`src/hw/rtl/lsn_pkg.sv`:
```
// ----------------------------------------------------------------------------
// lsn_pkg
// shared types and constants of the leaky integrate-and-fire network step
// ----------------------------------------------------------------------------
package lsn_pkg;

    localparam int POT_W   = 16;
    localparam int CFG_W   = 16;
    localparam int SPIKE_W = 9;
    localparam int TOTAL_W = 32;
    localparam int TURN_W  = 2;
    localparam int MUL_W   = 16;
    localparam int PADDR_W = 5;
    localparam int PDATA_W = 32;
    localparam int REG_IDX_W = 3;

    localparam logic [POT_W-1:0] POT_MAX = 16'hFFFF;

    localparam logic [REG_IDX_W-1:0] REG_DECAY     = 3'd0;
    localparam logic [REG_IDX_W-1:0] REG_THRESHOLD = 3'd1;
    localparam logic [REG_IDX_W-1:0] REG_RESET_POT = 3'd2;
    localparam logic [REG_IDX_W-1:0] REG_WEIGHT_IN = 3'd3;
    localparam logic [REG_IDX_W-1:0] REG_WEIGHT_OUT = 3'd4;

    localparam logic [CFG_W-1:0] DECAY_RST      = 16'd58643;
    localparam logic [CFG_W-1:0] THRESHOLD_RST  = 16'd4096;
    localparam logic [CFG_W-1:0] RESET_POT_RST  = 16'd0;
    localparam logic [CFG_W-1:0] WEIGHT_IN_RST  = 16'd410;
    localparam logic [CFG_W-1:0] WEIGHT_OUT_RST = 16'd410;

    localparam logic signed [TURN_W-1:0] TURN_LEFT     = 2'sd1;
    localparam logic signed [TURN_W-1:0] TURN_RIGHT    = -2'sd1;
    localparam logic signed [TURN_W-1:0] TURN_STRAIGHT = 2'sd0;

    typedef enum logic [2:0] {
        ST_IDLE,
        ST_SCALE_IN,
        ST_HID,
        ST_HID_DRAIN,
        ST_SCALE_OUT,
        ST_OUT,
        ST_OUT_DRAIN,
        ST_DONE
    } lsn_state_t;

    typedef struct packed {
        logic s_ready;
        logic issue;
        logic rd_en;
        logic scale_in;
        logic scale_out;
        logic deliver;
    } lsn_ctrl_t;

endpackage

```
`src/hw/rtl/lsn_ram.sv`:
```
// ----------------------------------------------------------------------------
// lsn_ram
// generic single write port, single read port ram with registered read data
// ----------------------------------------------------------------------------
module lsn_ram #(
    parameter int WIDTH = 16,
    parameter int DEPTH = 20
) (
    input  logic                                   aclk,
    input  logic                                   we,
    input  logic [(DEPTH > 1 ? $clog2(DEPTH) : 1)-1:0] waddr,
    input  logic [WIDTH-1:0]                       wdata,
    input  logic                                   re,
    input  logic [(DEPTH > 1 ? $clog2(DEPTH) : 1)-1:0] raddr,
    output logic [WIDTH-1:0]                       rdata
);

    logic [WIDTH-1:0] mem [DEPTH];
    logic [WIDTH-1:0] rdata_reg;

    always_ff @(posedge aclk) begin
        if (we) begin
            mem[waddr] <= wdata;
        end
        if (re) begin
            rdata_reg <= mem[raddr];
        end
    end

    assign rdata = rdata_reg;

endmodule

```
`src/hw/rtl/lif_spiking_net_step.sv`:
```
// ----------------------------------------------------------------------------
// lif_spiking_net_step
// one time step of a two layer leaky integrate-and-fire spiking network
// ----------------------------------------------------------------------------
// each item on the s_ channel is one time step with the input spike bits.
// the block leaks and integrates every hidden neuron, then both output
// neurons, and returns one item on the m_ channel with the two output
// spikes, the turn command and the saturating output spike total.
// all neurons share one 16x16 multiplier; hidden potentials live in a
// ram with one read and one write port, read one neuron per cycle.
// from accept to result, an item passes through input weight scaling, one
// read per hidden neuron on the ram read port, pipeline drain, output
// weight scaling, the two output neurons and a final drain. s_ready is
// high only while no step is in progress; a finished result sits in the
// output register, and the next item is accepted while it waits. if the
// receiver stalls, a later step holds at its end until the output
// register is free. reset loads default configuration, clears hidden
// potentials through per-neuron valid bits, clears output potentials and
// the spike total. the user must write configuration over the apb port
// only while the block is idle; the block itself does not enforce this.
// ----------------------------------------------------------------------------
module lif_spiking_net_step #(
    parameter int NUM_INPUTS = 9,
    parameter int NUM_HIDDEN = 20
) (
    input  logic                                 aclk,
    input  logic                                 aresetn,
    input  logic                                 s_valid,
    output logic                                 s_ready,
    input  logic [lsn_pkg::SPIKE_W-1:0]          s_input_spikes,
    output logic                                 m_valid,
    input  logic                                 m_ready,
    output logic                                 m_left_spike,
    output logic                                 m_right_spike,
    output logic signed [lsn_pkg::TURN_W-1:0]    m_turn_command,
    output logic [lsn_pkg::TOTAL_W-1:0]          m_spike_total,
    input  logic                                 psel,
    input  logic                                 penable,
    input  logic                                 pwrite,
    input  logic [lsn_pkg::PADDR_W-1:0]          paddr,
    input  logic [lsn_pkg::PDATA_W-1:0]          pwdata,
    output logic [lsn_pkg::PDATA_W-1:0]          prdata,
    output logic                                 pready
);

    localparam int IN_USED = (NUM_INPUTS < lsn_pkg::SPIKE_W) ? NUM_INPUTS : lsn_pkg::SPIKE_W;
    localparam int CNT_MAX = (NUM_HIDDEN > lsn_pkg::SPIKE_W) ? NUM_HIDDEN : lsn_pkg::SPIKE_W;
    localparam int CNT_W   = $clog2(CNT_MAX + 1);
    localparam int INC_W   = CNT_W + lsn_pkg::CFG_W;
    localparam int SUM_W   = INC_W + 1;
    localparam int IDX_W   = (NUM_HIDDEN > 1) ? $clog2(NUM_HIDDEN) : 1;
    localparam int PROD_W  = 2 * lsn_pkg::MUL_W;

    // configuration
    logic [lsn_pkg::CFG_W-1:0] decay_reg, thr_reg, rst_pot_reg, w_in_reg, w_out_reg;
    logic                      cfg_we;
    logic [lsn_pkg::REG_IDX_W-1:0] cfg_idx;

    // sequencer
    lsn_pkg::lsn_state_t state_reg, state_next;
    lsn_pkg::lsn_ctrl_t  ctrl;
    logic [IDX_W-1:0]    idx_reg;
    logic                idx_last;
    logic                out_phase_reg;

    // datapath
    logic [lsn_pkg::SPIKE_W-1:0] spikes_reg;
    logic [CNT_W-1:0]            in_cnt;
    logic [CNT_W-1:0]            hid_cnt_reg;
    logic [INC_W-1:0]            inc_reg;
    logic [NUM_HIDDEN-1:0]       valid_reg;
    logic [lsn_pkg::POT_W-1:0]   out_pot_reg [2];
    logic [1:0]                  fired_reg;
    logic [lsn_pkg::TOTAL_W-1:0] spike_cnt_reg;

    logic                        p1_reg, p1_vbit_reg, p2_reg;
    logic [IDX_W-1:0]            p1_addr_reg, p2_addr_reg;
    logic [lsn_pkg::POT_W-1:0]   opnd_reg;
    logic [PROD_W-1:0]           prod_reg;

    logic [lsn_pkg::POT_W-1:0]   rd_data, p1_opnd;
    logic [lsn_pkg::MUL_W-1:0]   mul_a, mul_b;
    logic [PROD_W-1:0]           mul_p;
    logic [SUM_W-1:0]            sum;
    logic [lsn_pkg::POT_W-1:0]   sat, new_pot;
    logic                        fire;
    logic                        ram_we;

    logic [lsn_pkg::TOTAL_W:0]   cnt_sum;
    logic [lsn_pkg::TOTAL_W-1:0] cnt_next;

    logic                        m_valid_reg, m_left_reg, m_right_reg;
    logic signed [lsn_pkg::TURN_W-1:0] m_turn_reg;
    logic [lsn_pkg::TOTAL_W-1:0] m_total_reg;

    // apb port
    assign pready  = 1'b1;
    assign cfg_idx = paddr[lsn_pkg::PADDR_W-1:2];
    assign cfg_we  = psel && penable && pwrite;

    always_ff @(posedge aclk) begin
        if (!aresetn) begin
            decay_reg   <= lsn_pkg::DECAY_RST;
            thr_reg     <= lsn_pkg::THRESHOLD_RST;
            rst_pot_reg <= lsn_pkg::RESET_POT_RST;
            w_in_reg    <= lsn_pkg::WEIGHT_IN_RST;
            w_out_reg   <= lsn_pkg::WEIGHT_OUT_RST;
        end else if (cfg_we) begin
            unique case (cfg_idx)
                lsn_pkg::REG_DECAY:      decay_reg   <= pwdata[lsn_pkg::CFG_W-1:0];
                lsn_pkg::REG_THRESHOLD:  thr_reg     <= pwdata[lsn_pkg::CFG_W-1:0];
                lsn_pkg::REG_RESET_POT:  rst_pot_reg <= pwdata[lsn_pkg::CFG_W-1:0];
                lsn_pkg::REG_WEIGHT_IN:  w_in_reg    <= pwdata[lsn_pkg::CFG_W-1:0];
                lsn_pkg::REG_WEIGHT_OUT: w_out_reg   <= pwdata[lsn_pkg::CFG_W-1:0];
                default: ;
            endcase
        end
    end

    always_comb begin
        unique case (cfg_idx)
            lsn_pkg::REG_DECAY:      prdata = lsn_pkg::PDATA_W'(decay_reg);
            lsn_pkg::REG_THRESHOLD:  prdata = lsn_pkg::PDATA_W'(thr_reg);
            lsn_pkg::REG_RESET_POT:  prdata = lsn_pkg::PDATA_W'(rst_pot_reg);
            lsn_pkg::REG_WEIGHT_IN:  prdata = lsn_pkg::PDATA_W'(w_in_reg);
            lsn_pkg::REG_WEIGHT_OUT: prdata = lsn_pkg::PDATA_W'(w_out_reg);
            default:                 prdata = '0;
        endcase
    end

    // input spike count
    always_comb begin
        in_cnt = '0;
        for (int i = 0; i < IN_USED; i++) begin
            in_cnt = in_cnt + CNT_W'(spikes_reg[i]);
        end
    end

    assign idx_last = (idx_reg == IDX_W'(NUM_HIDDEN - 1));

    // next state
    always_comb begin
        state_next = state_reg;
        unique case (state_reg)
            lsn_pkg::ST_IDLE:      if (s_valid) state_next = lsn_pkg::ST_SCALE_IN;
            lsn_pkg::ST_SCALE_IN:  state_next = lsn_pkg::ST_HID;
            lsn_pkg::ST_HID:       if (idx_last) state_next = lsn_pkg::ST_HID_DRAIN;
            lsn_pkg::ST_HID_DRAIN: if (!p1_reg && !p2_reg) state_next = lsn_pkg::ST_SCALE_OUT;
            lsn_pkg::ST_SCALE_OUT: state_next = lsn_pkg::ST_OUT;
            lsn_pkg::ST_OUT:       if (idx_reg[0]) state_next = lsn_pkg::ST_OUT_DRAIN;
            lsn_pkg::ST_OUT_DRAIN: if (!p1_reg && !p2_reg) state_next = lsn_pkg::ST_DONE;
            lsn_pkg::ST_DONE:      if (!m_valid_reg || m_ready) state_next = lsn_pkg::ST_IDLE;
            default:               state_next = lsn_pkg::ST_IDLE;
        endcase
    end

    // sequencer outputs
    always_comb begin
        ctrl = '0;
        unique case (state_reg)
            lsn_pkg::ST_IDLE:      ctrl.s_ready   = 1'b1;
            lsn_pkg::ST_SCALE_IN:  ctrl.scale_in  = 1'b1;
            lsn_pkg::ST_HID: begin
                ctrl.issue = 1'b1;
                ctrl.rd_en = 1'b1;
            end
            lsn_pkg::ST_SCALE_OUT: ctrl.scale_out = 1'b1;
            lsn_pkg::ST_OUT:       ctrl.issue     = 1'b1;
            lsn_pkg::ST_DONE:      ctrl.deliver   = !m_valid_reg || m_ready;
            default: ;
        endcase
    end

    assign s_ready = ctrl.s_ready;

    // shared multiplier
    assign p1_opnd = out_phase_reg ? opnd_reg : (p1_vbit_reg ? rd_data : '0);

    always_comb begin
        if (ctrl.scale_in) begin
            mul_a = lsn_pkg::MUL_W'(in_cnt);
            mul_b = w_in_reg;
        end else if (ctrl.scale_out) begin
            mul_a = lsn_pkg::MUL_W'(hid_cnt_reg);
            mul_b = w_out_reg;
        end else begin
            mul_a = p1_opnd;
            mul_b = decay_reg;
        end
    end

    assign mul_p = PROD_W'(mul_a) * PROD_W'(mul_b);

    // integrate, saturate, fire
    assign sum     = SUM_W'(prod_reg[PROD_W-1:lsn_pkg::MUL_W]) + SUM_W'(inc_reg);
    assign sat     = (sum > SUM_W'(lsn_pkg::POT_MAX)) ? lsn_pkg::POT_MAX
                                                      : sum[lsn_pkg::POT_W-1:0];
    assign fire    = (sat >= thr_reg);
    assign new_pot = fire ? rst_pot_reg : sat;
    assign ram_we  = p2_reg && !out_phase_reg;

    lsn_ram #(
        .WIDTH (lsn_pkg::POT_W),
        .DEPTH (NUM_HIDDEN)
    ) u_hid_ram (
        .aclk  (aclk),
        .we    (ram_we),
        .waddr (p2_addr_reg),
        .wdata (new_pot),
        .re    (ctrl.rd_en),
        .raddr (idx_reg),
        .rdata (rd_data)
    );

    // spike total
    assign cnt_sum  = {1'b0, spike_cnt_reg} + (lsn_pkg::TOTAL_W + 1)'(fired_reg[0])
                    + (lsn_pkg::TOTAL_W + 1)'(fired_reg[1]);
    assign cnt_next = cnt_sum[lsn_pkg::TOTAL_W] ? '1 : cnt_sum[lsn_pkg::TOTAL_W-1:0];

    // control registers
    always_ff @(posedge aclk) begin
        if (!aresetn) begin
            state_reg     <= lsn_pkg::ST_IDLE;
            idx_reg       <= '0;
            out_phase_reg <= 1'b0;
            hid_cnt_reg   <= '0;
            valid_reg     <= '0;
            out_pot_reg[0] <= '0;
            out_pot_reg[1] <= '0;
            fired_reg     <= '0;
            spike_cnt_reg <= '0;
            p1_reg        <= 1'b0;
            p2_reg        <= 1'b0;
            m_valid_reg   <= 1'b0;
        end else begin
            state_reg <= state_next;
            p1_reg    <= ctrl.issue;
            p2_reg    <= p1_reg;

            if (ctrl.scale_in) begin
                idx_reg       <= '0;
                out_phase_reg <= 1'b0;
                hid_cnt_reg   <= '0;
                fired_reg     <= '0;
            end else if (ctrl.scale_out) begin
                idx_reg       <= '0;
                out_phase_reg <= 1'b1;
            end else if (ctrl.issue) begin
                idx_reg <= idx_reg + IDX_W'(1);
            end

            if (p2_reg) begin
                if (out_phase_reg) begin
                    out_pot_reg[p2_addr_reg[0]] <= new_pot;
                    fired_reg[p2_addr_reg[0]]   <= fire;
                end else begin
                    valid_reg[p2_addr_reg] <= 1'b1;
                    if (fire) begin
                        hid_cnt_reg <= hid_cnt_reg + CNT_W'(1);
                    end
                end
            end

            if (ctrl.deliver) begin
                spike_cnt_reg <= cnt_next;
                m_valid_reg   <= 1'b1;
            end else if (m_ready) begin
                m_valid_reg   <= 1'b0;
            end
        end
    end

    // payload registers
    always_ff @(posedge aclk) begin
        if (s_valid && ctrl.s_ready) begin
            spikes_reg <= s_input_spikes;
        end
        if (ctrl.scale_in || ctrl.scale_out) begin
            inc_reg <= mul_p[INC_W-1:0];
        end
        if (ctrl.issue) begin
            p1_addr_reg <= idx_reg;
            p1_vbit_reg <= valid_reg[idx_reg];
            opnd_reg    <= out_pot_reg[idx_reg[0]];
        end
        if (p1_reg) begin
            prod_reg    <= mul_p;
            p2_addr_reg <= p1_addr_reg;
        end
        if (ctrl.deliver) begin
            m_left_reg  <= fired_reg[0];
            m_right_reg <= fired_reg[1];
            m_total_reg <= cnt_next;
            if (fired_reg[0] && !fired_reg[1]) begin
                m_turn_reg <= lsn_pkg::TURN_LEFT;
            end else if (fired_reg[1] && !fired_reg[0]) begin
                m_turn_reg <= lsn_pkg::TURN_RIGHT;
            end else begin
                m_turn_reg <= lsn_pkg::TURN_STRAIGHT;
            end
        end
    end

    assign m_valid        = m_valid_reg;
    assign m_left_spike   = m_left_reg;
    assign m_right_spike  = m_right_reg;
    assign m_turn_command = m_turn_reg;
    assign m_spike_total  = m_total_reg;

`ifndef SYNTHESIS
    a_hid_cnt_range: assert property (@(posedge aclk) disable iff (!aresetn)
        hid_cnt_reg <= CNT_W'(NUM_HIDDEN))
        else $error("hidden fire count beyond neuron count");

    a_no_rw_hazard: assert property (@(posedge aclk) disable iff (!aresetn)
        (ram_we && ctrl.rd_en) |-> (p2_addr_reg != idx_reg))
        else $error("ram read and write at the same neuron");

    a_scale_drained: assert property (@(posedge aclk) disable iff (!aresetn)
        (ctrl.scale_in || ctrl.scale_out) |-> (!p1_reg && !p2_reg))
        else $error("multiplier shared while pipeline busy");

    a_turn_decode: assert property (@(posedge aclk) disable iff (!aresetn)
        m_valid |-> ((m_left_spike == m_right_spike)
                     == (m_turn_command == lsn_pkg::TURN_STRAIGHT)))
        else $error("turn command does not match output spikes");

    a_total_monotonic: assert property (@(posedge aclk) disable iff (!aresetn)
        ctrl.deliver |=> (spike_cnt_reg >= $past(spike_cnt_reg)))
        else $error("spike total decreased");
`endif

endmodule
```
`config.mk`:
```
export PLATFORM = sky130hd
export DESIGN_NAME = lif_spiking_net_step
export DESIGN_NICKNAME = d
export VERILOG_FILES = /design/src/hw/rtl/lsn_pkg.sv /design/src/hw/rtl/lsn_ram.sv /design/src/hw/rtl/lif_spiking_net_step.sv
export SDC_FILE = /design/constraint.sdc
export NUM_CORES = 2
export LEC_CHECK = 0
export ABC_CLOCK_PERIOD_IN_PS = 10000
export BUFFER_PORTS_ARGS = -buffer_cell sky130_fd_sc_hd__buf_2
export CORE_MARGIN = 10
export CORE_UTILIZATION = 40
export CTS_BUF_LIST = sky130_fd_sc_hd__clkbuf_4
export DETAILED_ROUTE_END_ITERATION = 10
export SLEW_MARGIN = 20
export SYNTH_ARGS = -nofsm -noshare
export SYNTH_HDL_FRONTEND = slang
export SYNTH_SLANG_ARGS = --single-unit
export TNS_END_PERCENT = 20
```
`constraint.sdc`:
```
create_clock -name aclk -period 10 [get_ports aclk]
set_clock_uncertainty 0.15 [all_clocks]
set_input_delay 1.5 -clock aclk [delete_from_list [all_inputs] [get_ports aclk]]
set_output_delay 1.5 -clock aclk [all_outputs]
set_load 0.01 [all_outputs]
```
# --- Word level (Yosys, flattened, before mapping) ---
# Memories as Yosys holds them, arrays and structs flattened. A register that Yosys moved wholly into a read port is not among the register bits.
# Index checks and enable logic that the tools add are counted.
totals:
  ramBits: 352
  elab_cells: 151
  input_bits: 53
  n_memories: 2
  out_inout_bits: 71
  register_bits: 260
memory_table:
  columns: ["name", "words", "word_bits", "read_ports", "rd_clocked_by_memory_dff", "write_ports", "line_no", "text"]
  rows:
  - ["u_hid_ram.mem", 20, 16, 1, 1, 1, "lsn_ram.sv:18", "logic [WIDTH-1:0] mem [DEPTH];"]
  - ["out_pot_reg", 2, 16, 1, 1, 2, "lif_spiking_net_step.sv:72", "logic [lsn_pkg::POT_W-1:0] out_pot_reg [2];"]
op_classes:
  order_cmp: 7
  n_mul: 1
  n_eq_ne: 18
  bitwise_logic: 3
  n_reduce_logical: 31
  n_addsub: 13
  mux: 51
op_table:
  columns: ["cell", "n"]
  rows:
  - ["$mux 16", 9]
  - ["$pmux 16 s5", 1]
  - ["$add 32x1->33", 1]
  - ["$add 33x1->33", 1]
  - ["$mul 16x16->32", 1]
  - ["$mux 32", 1]
  - ["$pmux 3 s8", 1]
  - ["$add 16x21->22", 1]
  - ["$gt 22x16->1 const B", 1]
  - ["$add 5x1->5", 4]
  - ["$mux 1", 20]
  - ["$mux 5", 4]
  - ["$or 20x20->20", 1]
  - ["$mux 3", 6]
  - ["$ge 16x16->1", 1]
  - ["$reduce_or 16->1", 1]
  - ["$eq 3x3->1 const B", 5]
  - ["$eq 3x2->1 const B", 4]
  - ["$lt 5x6->1 const B", 2]
  - ["$ne 2x2->1 const B", 6]
  - ["$reduce_and 2->1", 6]
  - ["$add 5x1->5 const B", 2]
  - ["$mux 2", 5]
  - ["$logic_and 1x1->1", 9]
  - ["other kinds (21)", 31]

# --- Longest topological paths before layout ---
depth:
  depth_word: 10
  mapped_depth: 33
  depth_no_buf: 32

# --- Cells and area by module ---
# Synthesis repeated with hierarchy kept, for this count alone.
unflattened:
  cells_unflattened: 3233
  hier_area_um2: 36092.1
by_module_without_submodules:
  columns: ["mod", "seq_area_each_um2", "cells_per_inst", "instances", "area_per_inst_um2"]
  rows:
  - ["lif_spiking_net_step", 7257.0, 2551, 1, 23151.0]
  - ["lsn_ram", 10089.7, 682, 1, 12941.2]

# --- Worst setup path before layout ---
# No wires, ideal clock.
synth_timing:
  path_kind: "flip-flop to flip-flop"
  from: "register spikes_reg[0] in the netlist's numbering"
  to: "register prod_reg[31] (data pin)"
  period_less_slack_ns: 8.961
  n_path_buf: 1
  required_time_ns: 9.586
  t_arrival_ns: 8.547
  setup_slack_ns: 1.039
  stages_incl_launch_ff: 29
  setup_time_ns: 0.264
  path_cell_list: "edfxtp_1 -> fa_1 -> inv_1 -> fa_1 -> fa_1 -> fa_1 -> fa_1 -> xnor2_1 -> a21oi_1 -> clkbuf_1 -> nor2_1 -> fa_1 -> inv_1 -> fa_1 -> fa_1 -> inv_1 -> fa_1 -> fa_1 -> inv_1 -> fa_1 -> inv_1 -> ha_1 -> a21o_1 -> nor4b_1 -> o21ai_0 -> a311oi_1 -> nor3b_1 -> a211oi_1 -> xnor2_1"
synth_via:
  elab_chain_len: 10
synth_rtl:
  columns: ["element", "line_no", "text"]
  rows:
  - ["start: declaration", "lif_spiking_net_step.sv:67", "logic [lsn_pkg::SPIKE_W-1:0] spikes_reg;"]
  - ["start signal: assignment", "lif_spiking_net_step.sv:276", "spikes_reg <= s_input_spikes;"]
  - ["$add 1x1->2", "lif_spiking_net_step.sv:135", "in_cnt = in_cnt + CNT_W'(spikes_reg[i]);"]
  - ["$add 2x1->3", "lif_spiking_net_step.sv:135", null]
  - ["$add 3x1->4", "lif_spiking_net_step.sv:135", null]
  - ["$add 4x1->5", "lif_spiking_net_step.sv:135", null]
  - ["$add 5x1->5 (4 in series)", "lif_spiking_net_step.sv:135", null]
  - ["$mux 16", "lif_spiking_net_step.sv:180", "if (ctrl.scale_in) begin"]
  - ["$mul 16x16->32", "lif_spiking_net_step.sv:192", "assign mul_p = PROD_W'(mul_a) * PROD_W'(mul_b);"]
  - ["named net mul_p[31]", "lif_spiking_net_step.sv:83", "logic [PROD_W-1:0] mul_p;"]
  - ["end signal: assignment", "lif_spiking_net_step.sv:287", "prod_reg <= mul_p;"]
  - ["end: declaration", "lif_spiking_net_step.sv:79", "logic [PROD_W-1:0] prod_reg;"]
# The timed path passes the listed nets, and every way through them passes these cells.
# A chain may end at the register's enable or synchronous reset.

# --- Final worst setup path ---
# Ends and elaborated chain as after synthesis.

==> results.toml <==
[outcome]
status = "complete, no violations"

[synth]
synth_area_per_cell_um2 = 11.71
synthAdderAreaFrac_pct = 16.37
synth-compound-area-share_pct = 8.499
synthMuxAreaShare_pct = 8.110
synth_area_leader_cell = "edfxtp_1"
syn-cell-area_um2 = 35360
synth_ff_type = "edfxtp_1"
synthTopCellsByCount = "477 x edfxtp_1, 406 x nand2_1, 283 x inv_1"
synth_top_family_by_area = "adder cells"
ys_ff_latch = 628
async_reset_ff_share_pct = 0
netlist.area_leader.share_pct = 40.51
yosys.area_share.simple_pct = 10.78
synth-xor-area-share_pct = 1.957
yosysMostFrequentCell = "edfxtp_1"
synthTopCellsByArea = "edfxtp_1 41%, fa_1 11%, dfxtp_1 8.5%"
yosysSeqAreaShare_pct = 49.06
synth_edf_count = 477
yosysUniqueCellTypes = 72
synth_warnings = 0
syn_inst = 3019

[critical_path]
crit_buf_inv = 8
critPathCaptureType = "register"
path_max_fanout = 14
crit_top_cell = "fa_1"
critPathMaxStageDelay_ns = 0.56
criticalPathCategory = "register to register"
arrival_ns = 10.23
crit_family = "adder cells"
worstSetupStartpointType = "register"
cp.required_ns = 10.63
slowest_stage = "fa_1"

[clock_tree]
clock-sinks = 628
tritoncts = "yes"
root_buffer = "clkbuf_4"
clockBufferDepth = 3
clk_pin_slew_ns = 0.07
cts_made_buffers = 168
postCtsSetupBuffers = 0
htree_levels = 4
clk_latency_ns = 1.05

[sta]
max_freq_ghz = 0.1042
hold_viol = 0
rsz0062_at_grt = "false"
fin_crit_sh_pct = 96.00
period_minus_slack_ns = 9.600
worstMarginPinSlew_ns = 1.123
timing.hold.ws_ns = 0.2407
setup_violations = 0
maxSlewHeadroom_pct = 24.83
drv_slew = 0
tns_ns = 0

[route]
vias = 24180
drt-initial-drc-count = 2192
route.detailed.drc = 0
wire_per_inst_um = 21.28
ant_nets = 0
via_per_inst = 5.376
drt-pass1-iter-count = 8
totalWireLength_um = 95720

[global_routing]
grt_pass1_wl_um = 146200
first_global_vias = 24215
overflow = 0
grt_max_degree = 71
antenna_found_initial = 3
track_usage_pct = 19.12

[die]
core_area_um2 = 87290
die_h_um = 317.3
start_util_pct = 40.51
die-area_um2 = 100700
dieWidth_um = 317.3
io_pins = 124
row_count = 108

[placement]
place_congestion = 0.8497
dp.cells = 4199
hpwl_um = 64630
portBuffers = 88
place_area_um2 = 37320

[layout]
largest_reg_flops = 320
regMostFlops = "u_hid_ram.mem"
stdcell_count = 4498
fill_cells = 8197
drive_above_1_share_pct = 19.79
final_nets = 3609
stdcell_area_um2 = 39580
areaGrowthSynthToFinish_pct = 11.94

[hold_path]
hold_path_class = "register to register"

[job]
maxCapViolCount = 0
[stage by stage]
stage,setup slack (ns),utilization (%)
after floorplan,1.039,-
after global placement,0.4279,42.75
after detailed placement,0.3470,42.76
after CTS,0.3300,45.33
after global routing,0.0006901,45.34
final,0.3999,45.34
[worst reg2reg max path, delay by kind of cell (launching register included)]
family | cells | cell delay [ns]
adders and majority gates | 12 | 5.69
AOI/OAI and AO/OA | 5 | 1.21
and+or+nand+nor | 4 | 0.80
buffers and inverters | 8 | 0.76
DFF | 1 | 0.40
xor gates and xnor gates | 2 | 0.36
[kinds of logic after synthesis]
family	Yosys count
XOR/XNOR	79
multiplexers	153
other	2
AND/OR/NAND/NOR	869
flip-flops	628
AO/OA/AOI/OAI	493
adder cells (fa/ha/maj)	342
buffers and inverters	453
[final cells by class]
| cell class | count | area [um^2] | share of cell area [%] |
|---|---|---|---|
| sequential | 628 | 17350 | 43.85 |
| multi-input combinational | 1953 | 16330 | 41.26 |
| clock buffer | 261 | 1959 | 4.950 |
| tap | 1155 | 1445 | 3.651 |
| timing repair buffer | 179 | 1127 | 2.848 |
| inverter | 284 | 1069 | 2.700 |
| clock inverter | 35 | 286.5 | 0.7239 |
| antenna | 3 | 7.507 | 0.01897 |
[final timing paths]
path	end	start	slack (ns)	cells past startpoint
worst min-delay path	p2_addr_reg[4]	p1_addr_reg[4]	0.24	0
worst min register to register	p2_addr_reg[4]	p1_addr_reg[4]	0.24	0
worst max-delay path	prod_reg[31]	spikes_reg[0]	0.40	31
worst max register to register	prod_reg[31]	spikes_reg[0]	0.40	31
[what timing repair did]
item                       in CTS  in global routing
resized for setup               0                  1
hold buffers                    0                  0
setup endpoints to repair       0                  1
[layout by cell type (no fill, tap or decap), drive strengths merged, types with 6 or more instances in the layout]
cell	n
dfxtp	151
inv	290
or3	7
conb	17
clkbuf	261
a31oi	12
fa	201
clkinv	26
mux4	102
and2	25
a21oi	226
xor2	36
xnor2	43
a311oi	16
nand4	12
or2	8
a211o	12
o21bai	6
nor2b	19
nand2b	33
mux2	48
nand2	407
and3	19
o22ai	16
o21ai	77
edfxtp	477
nand3	58
ha	141
a22oi	34
nor2	245
nor3	14
buf	179
o2111ai	6
a21o	48
[per-layer routing]
metal	wire (um)	part of all wire (%)	global-route usage, %
met1	41230	43	26.05
met2	45040	47	30.19
met3	6778	7.1	3.545
met4	2670	2.8	7.118
met5	0	0	0
Power is not shown: default switching activity piles up to over one toggle a cycle in this logic, so the estimate is an artifact.
